**src/rtl/core/ctcg_pkg.sv**
```systemverilog
package ctcg_pkg;

  // Field and state widths
  localparam int unsigned LogitW     = 16;
  localparam int unsigned ClassW     = 8;
  localparam int unsigned CcW        = 9;
  localparam int unsigned CountW     = 11;
  localparam int unsigned ConfW      = 16;
  localparam int unsigned SumW       = 25;
  localparam int unsigned TotalW     = 27;
  localparam int unsigned ProdW      = SumW + ConfW;
  localparam int unsigned CfgIdxW    = 2;
  localparam int unsigned CfgDataW   = 9;

  // Divider widths
  localparam int unsigned DivNumW    = 32;
  localparam int unsigned DivDenW    = 25;
  localparam int unsigned DivCntW    = $clog2(DivNumW);

  // Sizing
  localparam int unsigned MaxClasses = 256;
  localparam int unsigned MaxFrames  = 1024;
  localparam int unsigned CountCap   = (MaxFrames < 2047) ? MaxFrames : 2047;
  localparam int unsigned ExpDepth   = 256;
  localparam int unsigned ExpIdxW    = $clog2(ExpDepth);
  localparam int unsigned ExpShift   = 4;

  localparam logic [SumW-1:0]   SumMax   = '1;
  localparam logic [TotalW-1:0] TotalMax = '1;
  localparam logic [ConfW-1:0]  ConfMax  = '1;
  localparam logic [CcW-1:0]    NoneMark = CcW'(256);
  localparam logic signed [LogitW-1:0] LogitMin = {1'b1, {(LogitW-1){1'b0}}};

  // Configuration register indexes
  localparam logic [CfgIdxW-1:0] CfgClassCount = 2'd0;
  localparam logic [CfgIdxW-1:0] CfgKeyCount   = 2'd1;
  localparam logic [CfgIdxW-1:0] CfgBlankIndex = 2'd2;

  // Result kinds
  localparam logic KindToken   = 1'b0;
  localparam logic KindSummary = 1'b1;

  typedef logic [ExpDepth-1:0][ConfW-1:0] exp_tab_t;

  // exp(-i/16) in Q0.16, built at elaboration
  function automatic exp_tab_t exp_build();
    exp_tab_t    tab;
    logic [95:0] e;
    logic [95:0] t;
    e = 96'd1 << 32;
    for (int i = 0; i < ExpDepth; i++) begin
      t = (e + 96'd32768) >> 16;
      tab[i] = (t > 96'd65535) ? 16'hFFFF : t[15:0];
      e = (e * 96'd4034748383 + (96'd1 << 31)) >> 32;
    end
    return tab;
  endfunction

  localparam exp_tab_t ExpTab = exp_build();

  // Divider handshake
  typedef struct packed {
    logic                start;
    logic [DivNumW-1:0]  num;
    logic [DivDenW-1:0]  den;
  } div_req_t;

  typedef struct packed {
    logic                done;
    logic [DivNumW-1:0]  quo;
  } div_rsp_t;

endpackage

```
**src/rtl/core/ctc_greedy_decoder_with_confidence.sv**
```systemverilog
// Per logit: accept (StIdle), scale multiply (StMul), sum update (StAdd).
// Frame end: StFend, then for a token a division in the shared serial divider (StCdiv) and emit (StTok).
// Sequence end: StMstart and StSum, with a divider pass for the mean (StMdiv) when tokens exist.
// A new logit is taken only after the previous one is through (in_stall_o outside StIdle); output stalls add waits.
// Reset: asynchronous active low; clears sequence state, registers reset to
// class_count 2, emit limit 1, blank_index 255.
module ctc_greedy_decoder_with_confidence (
  input  logic                                clk_i,
  input  logic                                rst_ni,
  input  logic                                cfg_valid_i,
  output logic                                cfg_ready_o,
  input  logic [ctcg_pkg::CfgIdxW-1:0]        cfg_index_i,
  input  logic [ctcg_pkg::CfgDataW-1:0]       cfg_data_i,
  input  logic                                in_valid_i,
  output logic                                in_stall_o,
  input  logic signed [ctcg_pkg::LogitW-1:0]  logit_i,
  input  logic                                last_in_frame_i,
  input  logic                                last_in_sequence_i,
  output logic                                out_valid_o,
  input  logic                                out_stall_i,
  output logic                                result_kind_o,
  output logic [ctcg_pkg::ClassW-1:0]         token_id_o,
  output logic [ctcg_pkg::ConfW-1:0]          token_confidence_o,
  output logic [ctcg_pkg::CountW-1:0]         seq_tokens_o,
  output logic [ctcg_pkg::ConfW-1:0]          mean_confidence_o,
  output logic [ctcg_pkg::CountW-1:0]         blank_win_count_o,
  output logic [ctcg_pkg::CountW-1:0]         frame_count_o,
  output logic                                last_o
);

  typedef enum logic [8:0] {
    StIdle  = 9'b000000001,
    StMul   = 9'b000000010,
    StAdd   = 9'b000000100,
    StFend  = 9'b000001000,
    StCdiv  = 9'b000010000,
    StTok   = 9'b000100000,
    StMstart= 9'b001000000,
    StMdiv  = 9'b010000000,
    StSum   = 9'b100000000
  } state_e;

  state_e state_q, state_d;

  // Configuration
  logic [ctcg_pkg::CcW-1:0]    class_count_q;
  logic [ctcg_pkg::ClassW-1:0] emit_limit_q, blank_index_q;

  // Captured item
  logic signed [ctcg_pkg::LogitW-1:0] v_q;
  logic                               eof_q, eos_q;

  // Frame and sequence state
  logic [ctcg_pkg::ClassW-1:0]        pos_q, pos_d;
  logic signed [ctcg_pkg::LogitW-1:0] max_q, max_d;
  logic [ctcg_pkg::ClassW-1:0]        win_q, win_d;
  logic [ctcg_pkg::SumW-1:0]          sum_q, sum_d;
  logic [ctcg_pkg::CcW-1:0]           prev_q, prev_d;
  logic [ctcg_pkg::CountW-1:0]        tok_q, tok_d, blanks_q, blanks_d, frames_q, frames_d;
  logic [ctcg_pkg::TotalW-1:0]        total_q, total_d;
  logic [ctcg_pkg::ConfW-1:0]         conf_q, conf_d;

  // Multiply stage
  logic [ctcg_pkg::ProdW-1:0] prod_q, prod_d;
  logic [ctcg_pkg::ConfW-1:0] e_q, e_d;
  logic                       up_q, up_d;

  // Output register
  logic                        ov_q, ov_d;
  logic                        okind_q, okind_d;
  logic [ctcg_pkg::ClassW-1:0] oid_q, oid_d;
  logic [ctcg_pkg::ConfW-1:0]  oconf_q, oconf_d, omean_q, omean_d;
  logic [ctcg_pkg::CountW-1:0] otok_q, otok_d, oblank_q, oblank_d, oframe_q, oframe_d;

  ctcg_pkg::div_req_t div_req;
  ctcg_pkg::div_rsp_t div_rsp;

  ctcg_div u_div (
    .clk_i  (clk_i),
    .rst_ni (rst_ni),
    .req_i  (div_req),
    .rsp_o  (div_rsp)
  );

  // Helper values
  logic                        up_now;
  logic [ctcg_pkg::LogitW-1:0] diff;
  logic [ctcg_pkg::LogitW-ctcg_pkg::ExpShift-1:0] eidx;
  logic [ctcg_pkg::ConfW-1:0]  e_now;
  logic [ctcg_pkg::CcW-1:0]    cc, blank;
  logic [ctcg_pkg::ProdW:0]    rnd;
  logic [ctcg_pkg::SumW+1:0]   s_up;
  logic [ctcg_pkg::SumW:0]     s_add;
  logic                        slot_free;
  logic [ctcg_pkg::ConfW-1:0]  q_sat;
  logic [ctcg_pkg::TotalW:0]   tot_sum;

  always_comb begin
    up_now = (pos_q == '0) || (v_q > max_q);
    diff   = up_now ? ctcg_pkg::LogitW'(v_q - max_q) : ctcg_pkg::LogitW'(max_q - v_q);
    eidx   = diff[ctcg_pkg::LogitW-1:ctcg_pkg::ExpShift];
    e_now  = (eidx < ($bits(eidx))'(ctcg_pkg::ExpDepth))
             ? ctcg_pkg::ExpTab[eidx[ctcg_pkg::ExpIdxW-1:0]] : '0;

    // effective class count and blank class
    if (class_count_q < ctcg_pkg::CcW'(2)) begin
      cc = ctcg_pkg::CcW'(2);
    end else if (class_count_q > ctcg_pkg::CcW'(ctcg_pkg::MaxClasses)) begin
      cc = ctcg_pkg::CcW'(ctcg_pkg::MaxClasses);
    end else begin
      cc = class_count_q;
    end
    if ({1'b0, blank_index_q} < cc) begin
      blank = {1'b0, blank_index_q};
    end else if (cc == {1'b0, emit_limit_q} + 1'b1) begin
      blank = {1'b0, emit_limit_q};
    end else begin
      blank = cc - 1'b1;
    end

    rnd   = {1'b0, prod_q} + (ctcg_pkg::ProdW + 1)'(32768);
    s_up  = ((pos_q != '0) ? (ctcg_pkg::SumW + 2)'(rnd >> 16) : '0)
            + (ctcg_pkg::SumW + 2)'(ctcg_pkg::ExpTab[0]);
    s_add = {1'b0, sum_q} + (ctcg_pkg::SumW + 1)'(e_q);

    slot_free = !ov_q || !out_stall_i;
    q_sat     = (div_rsp.quo > ctcg_pkg::DivNumW'(ctcg_pkg::ConfMax))
                ? ctcg_pkg::ConfMax : div_rsp.quo[ctcg_pkg::ConfW-1:0];
    tot_sum   = {1'b0, total_q} + (ctcg_pkg::TotalW + 1)'(conf_q);
  end

  // Sequencer
  always_comb begin
    state_d  = state_q;
    pos_d    = pos_q;
    max_d    = max_q;
    win_d    = win_q;
    sum_d    = sum_q;
    prev_d   = prev_q;
    tok_d    = tok_q;
    blanks_d = blanks_q;
    frames_d = frames_q;
    total_d  = total_q;
    conf_d   = conf_q;
    prod_d   = prod_q;
    e_d      = e_q;
    up_d     = up_q;
    ov_d     = ov_q && out_stall_i;
    okind_d  = okind_q;
    oid_d    = oid_q;
    oconf_d  = oconf_q;
    omean_d  = omean_q;
    otok_d   = otok_q;
    oblank_d = oblank_q;
    oframe_d = oframe_q;
    div_req  = '0;

    unique case (state_q)
      StIdle: begin
        if (in_valid_i) state_d = StMul;
      end
      StMul: begin
        up_d    = up_now;
        e_d     = e_now;
        prod_d  = ctcg_pkg::ProdW'(sum_q) * ctcg_pkg::ProdW'(e_now);
        state_d = StAdd;
      end
      StAdd: begin
        if (up_q) begin
          sum_d = (s_up > (ctcg_pkg::SumW + 2)'(ctcg_pkg::SumMax))
                  ? ctcg_pkg::SumMax : s_up[ctcg_pkg::SumW-1:0];
          max_d = v_q;
          win_d = pos_q;
        end else begin
          sum_d = s_add[ctcg_pkg::SumW] ? ctcg_pkg::SumMax : s_add[ctcg_pkg::SumW-1:0];
        end
        if (!eof_q && !eos_q && ({1'b0, pos_q} + 1'b1 < cc)) begin
          pos_d   = pos_q + 1'b1;
          state_d = StIdle;
        end else begin
          state_d = StFend;
        end
      end
      StFend: begin
        if (frames_q < ctcg_pkg::CountW'(ctcg_pkg::CountCap)) frames_d = frames_q + 1'b1;
        state_d = eos_q ? StMstart : StIdle;
        if ({1'b0, win_q} == blank) begin
          if (blanks_q < ctcg_pkg::CountW'(ctcg_pkg::CountCap)) blanks_d = blanks_q + 1'b1;
        end else if (({1'b0, win_q} != prev_q) && (win_q < emit_limit_q)) begin
          div_req.start = 1'b1;
          div_req.num   = {ctcg_pkg::ExpTab[0], 16'd0};
          div_req.den   = sum_q;
          state_d       = StCdiv;
        end
        prev_d = {1'b0, win_q};
        pos_d  = '0;
        max_d  = ctcg_pkg::LogitMin;
        win_d  = '0;
        sum_d  = '0;
      end
      StCdiv: begin
        if (div_rsp.done) begin
          conf_d  = q_sat;
          state_d = StTok;
        end
      end
      StTok: begin
        if (slot_free) begin
          ov_d     = 1'b1;
          okind_d  = ctcg_pkg::KindToken;
          oid_d    = prev_q[ctcg_pkg::ClassW-1:0];
          oconf_d  = conf_q;
          omean_d  = '0;
          otok_d   = '0;
          oblank_d = '0;
          oframe_d = '0;
          if (tok_q < ctcg_pkg::CountW'(ctcg_pkg::CountCap)) begin
            tok_d   = tok_q + 1'b1;
            total_d = tot_sum[ctcg_pkg::TotalW] ? ctcg_pkg::TotalMax
                                                : tot_sum[ctcg_pkg::TotalW-1:0];
          end
          state_d = eos_q ? StMstart : StIdle;
        end
      end
      StMstart: begin
        if (tok_q == '0) begin
          conf_d  = '0;
          state_d = StSum;
        end else begin
          div_req.start = 1'b1;
          div_req.num   = ctcg_pkg::DivNumW'(total_q);
          div_req.den   = ctcg_pkg::DivDenW'(tok_q);
          state_d       = StMdiv;
        end
      end
      StMdiv: begin
        if (div_rsp.done) begin
          conf_d  = q_sat;
          state_d = StSum;
        end
      end
      StSum: begin
        if (slot_free) begin
          ov_d     = 1'b1;
          okind_d  = ctcg_pkg::KindSummary;
          oid_d    = '0;
          oconf_d  = '0;
          omean_d  = conf_q;
          otok_d   = tok_q;
          oblank_d = blanks_q;
          oframe_d = frames_q;
          // sequence restart
          prev_d   = ctcg_pkg::NoneMark;
          tok_d    = '0;
          total_d  = '0;
          blanks_d = '0;
          frames_d = '0;
          state_d  = StIdle;
        end
      end
      default: state_d = StIdle;
    endcase
  end

  // Control and sequence registers
  always_ff @(posedge clk_i or negedge rst_ni) begin
    if (!rst_ni) begin
      state_q       <= StIdle;
      class_count_q <= ctcg_pkg::CcW'(2);
      emit_limit_q  <= ctcg_pkg::ClassW'(1);
      blank_index_q <= ctcg_pkg::ClassW'(255);
      pos_q         <= '0;
      max_q         <= ctcg_pkg::LogitMin;
      win_q         <= '0;
      sum_q         <= '0;
      prev_q        <= ctcg_pkg::NoneMark;
      tok_q         <= '0;
      total_q       <= '0;
      blanks_q      <= '0;
      frames_q      <= '0;
      ov_q          <= 1'b0;
    end else begin
      state_q  <= state_d;
      pos_q    <= pos_d;
      max_q    <= max_d;
      win_q    <= win_d;
      sum_q    <= sum_d;
      prev_q   <= prev_d;
      tok_q    <= tok_d;
      total_q  <= total_d;
      blanks_q <= blanks_d;
      frames_q <= frames_d;
      ov_q     <= ov_d;
      if (cfg_valid_i) begin
        unique case (cfg_index_i)
          ctcg_pkg::CfgClassCount: class_count_q <= cfg_data_i;
          ctcg_pkg::CfgKeyCount:   emit_limit_q  <= cfg_data_i[ctcg_pkg::ClassW-1:0];
          ctcg_pkg::CfgBlankIndex: blank_index_q <= cfg_data_i[ctcg_pkg::ClassW-1:0];
          default: ;
        endcase
      end
    end
  end

  // Payload registers
  always_ff @(posedge clk_i) begin
    if (state_q == StIdle && in_valid_i) begin
      v_q   <= logit_i;
      eof_q <= last_in_frame_i;
      eos_q <= last_in_sequence_i;
    end
    prod_q   <= prod_d;
    e_q      <= e_d;
    up_q     <= up_d;
    conf_q   <= conf_d;
    okind_q  <= okind_d;
    oid_q    <= oid_d;
    oconf_q  <= oconf_d;
    omean_q  <= omean_d;
    otok_q   <= otok_d;
    oblank_q <= oblank_d;
    oframe_q <= oframe_d;
  end

  assign cfg_ready_o        = 1'b1;
  assign in_stall_o         = (state_q != StIdle);
  assign out_valid_o        = ov_q;
  assign result_kind_o      = okind_q;
  assign token_id_o         = oid_q;
  assign token_confidence_o = oconf_q;
  assign seq_tokens_o       = otok_q;
  assign mean_confidence_o  = omean_q;
  assign blank_win_count_o  = oblank_q;
  assign frame_count_o      = oframe_q;
  assign last_o             = okind_q;

  // Checks
  a_token_below_key: assert property (@(posedge clk_i) disable iff (!rst_ni)
    (out_valid_o && result_kind_o == ctcg_pkg::KindToken) |-> (token_id_o < emit_limit_q))
    else $error("token id not below emit limit");

  a_blanks_le_frames: assert property (@(posedge clk_i) disable iff (!rst_ni)
    (out_valid_o && result_kind_o == ctcg_pkg::KindSummary) |->
      (blank_win_count_o <= frame_count_o && seq_tokens_o <= frame_count_o))
    else $error("summary counts exceed frame count");

  a_div_start_idle: assert property (@(posedge clk_i) disable iff (!rst_ni)
    div_req.start |=> !div_rsp.done)
    else $error("divider done right after start");

  a_sum_floor: assert property (@(posedge clk_i) disable iff (!rst_ni)
    (state_q == StFend) |-> (sum_q >= ctcg_pkg::SumW'(ctcg_pkg::ExpTab[0])))
    else $error("softmax sum below one at frame end");

endmodule

```
**src/rtl/core/ctcg_div.sv**
```systemverilog
// Restoring divider, one quotient bit per cycle
module ctcg_div (
  input  logic              clk_i,
  input  logic              rst_ni,
  input  ctcg_pkg::div_req_t req_i,
  output ctcg_pkg::div_rsp_t rsp_o
);

  logic [ctcg_pkg::DivNumW-1:0] quo_q, quo_d;
  logic [ctcg_pkg::DivDenW:0]   rem_q, rem_d;
  logic [ctcg_pkg::DivDenW-1:0] den_q, den_d;
  logic [ctcg_pkg::DivCntW-1:0] cnt_q, cnt_d;
  logic                         busy_q, busy_d;
  logic                         done_q, done_d;
  logic [ctcg_pkg::DivDenW+1:0] trial;
  logic [ctcg_pkg::DivDenW:0]   shifted;

  always_comb begin
    quo_d   = quo_q;
    rem_d   = rem_q;
    den_d   = den_q;
    cnt_d   = cnt_q;
    busy_d  = busy_q;
    done_d  = 1'b0;
    shifted = {rem_q[ctcg_pkg::DivDenW-1:0], quo_q[ctcg_pkg::DivNumW-1]};
    trial   = {1'b0, shifted} - {2'b00, den_q};
    if (req_i.start) begin
      quo_d  = req_i.num;
      rem_d  = '0;
      den_d  = req_i.den;
      cnt_d  = '0;
      busy_d = 1'b1;
    end else if (busy_q) begin
      // shift in next dividend bit, subtract if it fits
      if (!trial[ctcg_pkg::DivDenW+1]) begin
        rem_d = trial[ctcg_pkg::DivDenW:0];
        quo_d = {quo_q[ctcg_pkg::DivNumW-2:0], 1'b1};
      end else begin
        rem_d = shifted;
        quo_d = {quo_q[ctcg_pkg::DivNumW-2:0], 1'b0};
      end
      cnt_d = cnt_q + 1'b1;
      if (cnt_q == ctcg_pkg::DivCntW'(ctcg_pkg::DivNumW - 1)) begin
        busy_d = 1'b0;
        done_d = 1'b1;
      end
    end
  end

  always_ff @(posedge clk_i or negedge rst_ni) begin
    if (!rst_ni) begin
      busy_q <= 1'b0;
      done_q <= 1'b0;
      cnt_q  <= '0;
    end else begin
      busy_q <= busy_d;
      done_q <= done_d;
      cnt_q  <= cnt_d;
    end
  end

  always_ff @(posedge clk_i) begin
    quo_q <= quo_d;
    rem_q <= rem_d;
    den_q <= den_d;
  end

  assign rsp_o.done = done_q;
  assign rsp_o.quo  = quo_q;

endmodule
```
**config.mk**
```make
export PLATFORM = sky130hd
export DESIGN_NAME = ctc_greedy_decoder_with_confidence
export DESIGN_NICKNAME = d
export VERILOG_FILES = /design/src/rtl/core/ctcg_pkg.sv /design/src/rtl/core/ctc_greedy_decoder_with_confidence.sv /design/src/rtl/core/ctcg_div.sv
export SDC_FILE = /design/constraint.sdc
export NUM_CORES = 2
export LEC_CHECK = 0
export BUFFER_PORTS_ARGS = -buffer_cell sky130_fd_sc_hd__buf_2
export CAP_MARGIN = 20
export CORE_AREA = 2 2 333 335
export DETAILED_ROUTE_END_ITERATION = 16
export DIE_AREA = 0 0 335 337
export PLACE_DENSITY_LB_ADDON = 0.12
export SLEW_MARGIN = 10
export SYNTH_ARGS = -nofsm -noshare
export SYNTH_HDL_FRONTEND = slang
export SYNTH_SLANG_ARGS = --single-unit
```
**constraint.sdc**
```tcl
create_clock -name clk_i -period 13.2 [get_ports clk_i]
set_input_delay 0.66 -clock clk_i [delete_from_list [all_inputs] [get_ports clk_i]]
set_output_delay 0.66 -clock clk_i [all_outputs]
set_load 0.03 [all_outputs]
```
==> reports/summary.txt <==
Hold Vio Cnt, Final - 0
Area taken by multi-input logic gates - 24530 µm²
Reg clk slew, reported paths - 0.06 ns
Number of CTS-inserted buffers - 49
Slew Limit Fails - 0
Async S/R FF share, synth - 0.4190
Sequential-to-total area share from yosys stat - 0.2887
Largest family of logic cells by synthesized area - adder cells
Post-synth EDFFs - 208
Crit path max fanout - 25
Initial Util - 0.3466
Overall Power - 0.01015 W
Unique cell type count in the Yosys netlist - 110
I/O pin count - 112
Req. time, crit path - 13.60 ns
Fin crit period - 12.25 ns
Leakage power - 18.51 nW
DRT Pass-1 Iters - 7
# DRC - 0
PD cells - 242.1 nW/µm²
Hold_ws - 0.1421 ns
Antenna violations before repair - 5
Critical path data arrival time - 12.64 ns
Slowest CP cell - ha_1
Crit start category - register
Chip height - 337 µm
# resized after CTS - 0
Via Count - 30574
Post-synth top area cell - fa_1
DRT antenna net count - 0
Skew-Pair Late Insertion Delay - 0.65 ns
Non-Filler Instances - 5719
Post-DP HPWL - 87120 µm
Clk pwr share - 0.134
Largest net degree at the start of global routing - 103
Combinational power share - 0.685
Final #Nets - 4852
CP peak stage delay - 0.76 ns
Post-CTS Setup Bufs - 0
Setup_tns - 0 ns
HP Class - input port to asynchronous set/reset pin
Syn Area/Cell - 9.018 µm²
Global-route wire length before repair - 186000 µm
DRT iter0 DRCs - 2185
Worst Max-Slew Pin Slew - 1.139 ns
Mapped Area - 37990 µm²
Share of layout cells above drive strength 1 - 0.09394
Total Wirelength - 118200 µm
CTS tree - done
Die Width - 335 µm
Total nets after synthesis - 4815
Synthesis-to-finish area growth - 10.34%
NetSw - 0.005507 W
Fmax - 0.08165 GHz
Port Buffers - 110
Max-cap violations - 0
Sw Share - 0.5426
Register area - 10970 µm²
Clock Skew - 0.02971 ns
Cells after DPL - 5624
Top-area cell type share of the netlist area - 0.1697
Synth Area in Compound Gates - 0.1402
Most frequent cell on the critical path - fa_1
Worst setup EP type - register
Core region area - 109600 µm²
Gpl congestion - 0.9305
Layout fillers - 11244
Synth warnings - 0
Final setup vio count - 0
CP Class - register to register
Congestion Overflow GR - 0
Hold_buf cts - 0
Die area - 112900 µm²
Most used DFF post-synth - edfxtp_1
Status - finished clean
Post-synthesis xor/xnor area fraction - 0.03662
Post-synthesis mux area share - 0.01782
All-layer global routing usage - 0.2107
Cell with the most instances after synthesis - nand2_1
DR vias/cell - 5.346
Cells after synthesis - 4213
Row Count - 122
Max-slew headroom - 0.2407
Power Internal - 0.004642 W
RSZ-0062 raised after global routing - false
VDD IR max - 0.2424 mV
Top post-synthesis cells by area - fa_1 17%, edfxtp_1 16%, dfrtp_1 10%
CTS sink cnt - 401
Post-synthesis simple-gate area fraction - 0.1957
Post-Synth Adder-Cell Area - 0.2507
Avg WL per Cell - 20.66 µm
Clock Path Buffers - 3
Seq cells post-synth - 401
Part of the cycle the worst path needs - 0.9279
CTS root buf - clkbuf_16
Most frequent cells after synthesis - 534 x nand2_1, 468 x inv_1, 322 x fa_1, 268 x nor2_1, 256 x and2_1
Vias in the first global route - 30832
Register share of total power - 0.180
H-tree depth - 2
==> worst paths after layout <==
kind                                             startpoint                          end  slack [ns]  cells after the start
worst max-delay path                   max_q[4]$_DFFE_PN0P_         prod_q[40]$_DFFE_PP_        0.95                     43
worst min-delay path                                 rst_ni         max_q[2]$_DFFE_PN0P_        0.14                      1
worst max register to register         max_q[4]$_DFFE_PN0P_         prod_q[40]$_DFFE_PP_        0.95                     43
worst min register to register  u_div.rem_q[1]$_SDFFE_PP0P_  u_div.rem_q[1]$_SDFFE_PP0P_        0.49                      2
max in group asynchronous                            rst_ni   u_div.cnt_q[0]$_DFFE_PN0P_       11.47                      2
min in group clk_i                               logit_i[0]             v_q[0]$_DFFE_PP_        0.20                      1
==> power by group through the flow <==
| stage | combinational (W) | clock, W | sequential (W) |
|---|---|---|---|
| 6_report | 0.00695 | 0.00136 | 0.00183 |
| 5_1_grt | 0.00757 | 0.00146 | 0.00186 |
| 4_1_cts | 0.00684 | 0.00141 | 0.00183 |
| 3_5_place_dp | 0.00679 | 0 | 0.00185 |
| 3_3_place_gp | 0.00687 | 0 | 0.00185 |
| 2_1_floorplan | 0.00462 | 0 | 0.00175 |
==> final cells by class <==
cell class,instances,share of cell area
multi-input combinational,3123,0.5852
clock buffer,70,0.03280
inverter,474,0.04253
antenna,3,0.0001791
clock inverter,21,0.005134
tap,1426,0.04256
sequential,401,0.2616
timing repair buffer,201,0.03000
==> layout by cell type (no fill, tap or decap), drive strengths merged, types with 33 or more instances in the layout <==
master / synthesis / layout
nand2: 535 / 535
inv: 471 / 472
fa: 322 / 322
nor2: 271 / 271
and2: 256 / 256
o21ai: 250 / 250
ha: 246 / 246
edfxtp: 208 / 208
buf: 55 / 200
a21oi: 168 / 168
dfrtp: 155 / 155
nand3: 127 / 127
xnor2: 104 / 104
nor3: 84 / 84
clkbuf: 160 / 71
xor2: 54 / 54
a21o: 45 / 45
and3: 43 / 43
nor4: 37 / 37
a211oi: 37 / 37
nand4: 36 / 36
mux2: 34 / 34
o21a: 33 / 33
==> through the flow <==
stage               utilization  instance area (µm²)  setup WS [ns]
finish                   0.3825                41920         0.9520
global route             0.3824                41920         0.2344
CTS                      0.3823                41900          1.022
detailed placement       0.3678                40310          1.086
global placement         0.3676                40290          1.342
floorplan                     -                37990          2.496
==> metal layers <==
| layer | vias to the layer above | routed length [µm] | track usage | share of wire |
|---|---|---|---|---|
| met5 | - | 0 | 0 | 0 |
| met4 | 0 | 2983 | 0.05505 | 0.025 |
| met3 | 170 | 5570 | 0.02335 | 0.047 |
| met2 | 810 | 56340 | 0.3558 | 0.48 |
| met1 | 15195 | 53280 | 0.2870 | 0.45 |
| li1 | 14399 | - | - | - |
==> registers in the layout, indices dropped and copies added, names as in the netlist, 9 cells and up <==
| register | flops |
|---|---|
| blank_win_count_o | 11 |
| blanks_q | 11 |
| class_count_q | 9 |
| conf_q | 16 |
| e_q | 16 |
| frame_count_o | 11 |
| frames_q | 11 |
| max_q | 16 |
| mean_confidence_o | 16 |
| prev_q | 9 |
| prod_q | 26 |
| seq_tokens_o | 11 |
| state_q | 9 |
| sum_q | 25 |
| tok_q | 11 |
| token_confidence_o | 16 |
| total_q | 27 |
| u_div.den_q | 25 |
| u_div.quo_q | 32 |
| u_div.rem_q | 25 |
| v_q | 16 |
==> cells by family (layout without fill, tap and decap cells) <==
family | count (synthesis) | count (layout)
buf+inv | 689 | 766
other cells | 1 | 4
fa+ha+maj | 568 | 568
simple gates | 1525 | 1525
xor+xnor | 158 | 158
mux | 63 | 63
compound gates | 808 | 808
flops | 401 | 401
==> worst max-delay path: cells and delay by family, from the launching register on <==
| kind | cells | cell delay (ns) |
|---|---|---|
| buffers and inverters | 8 | 1.33 |
| DFF | 1 | 0.40 |
| adders and majority gates | 9 | 4.51 |
| and+or+nand+nor | 10 | 1.81 |
| AOI/OAI and AO/OA | 16 | 3.92 |
Note: power is estimated with default switching activity, not from simulation.
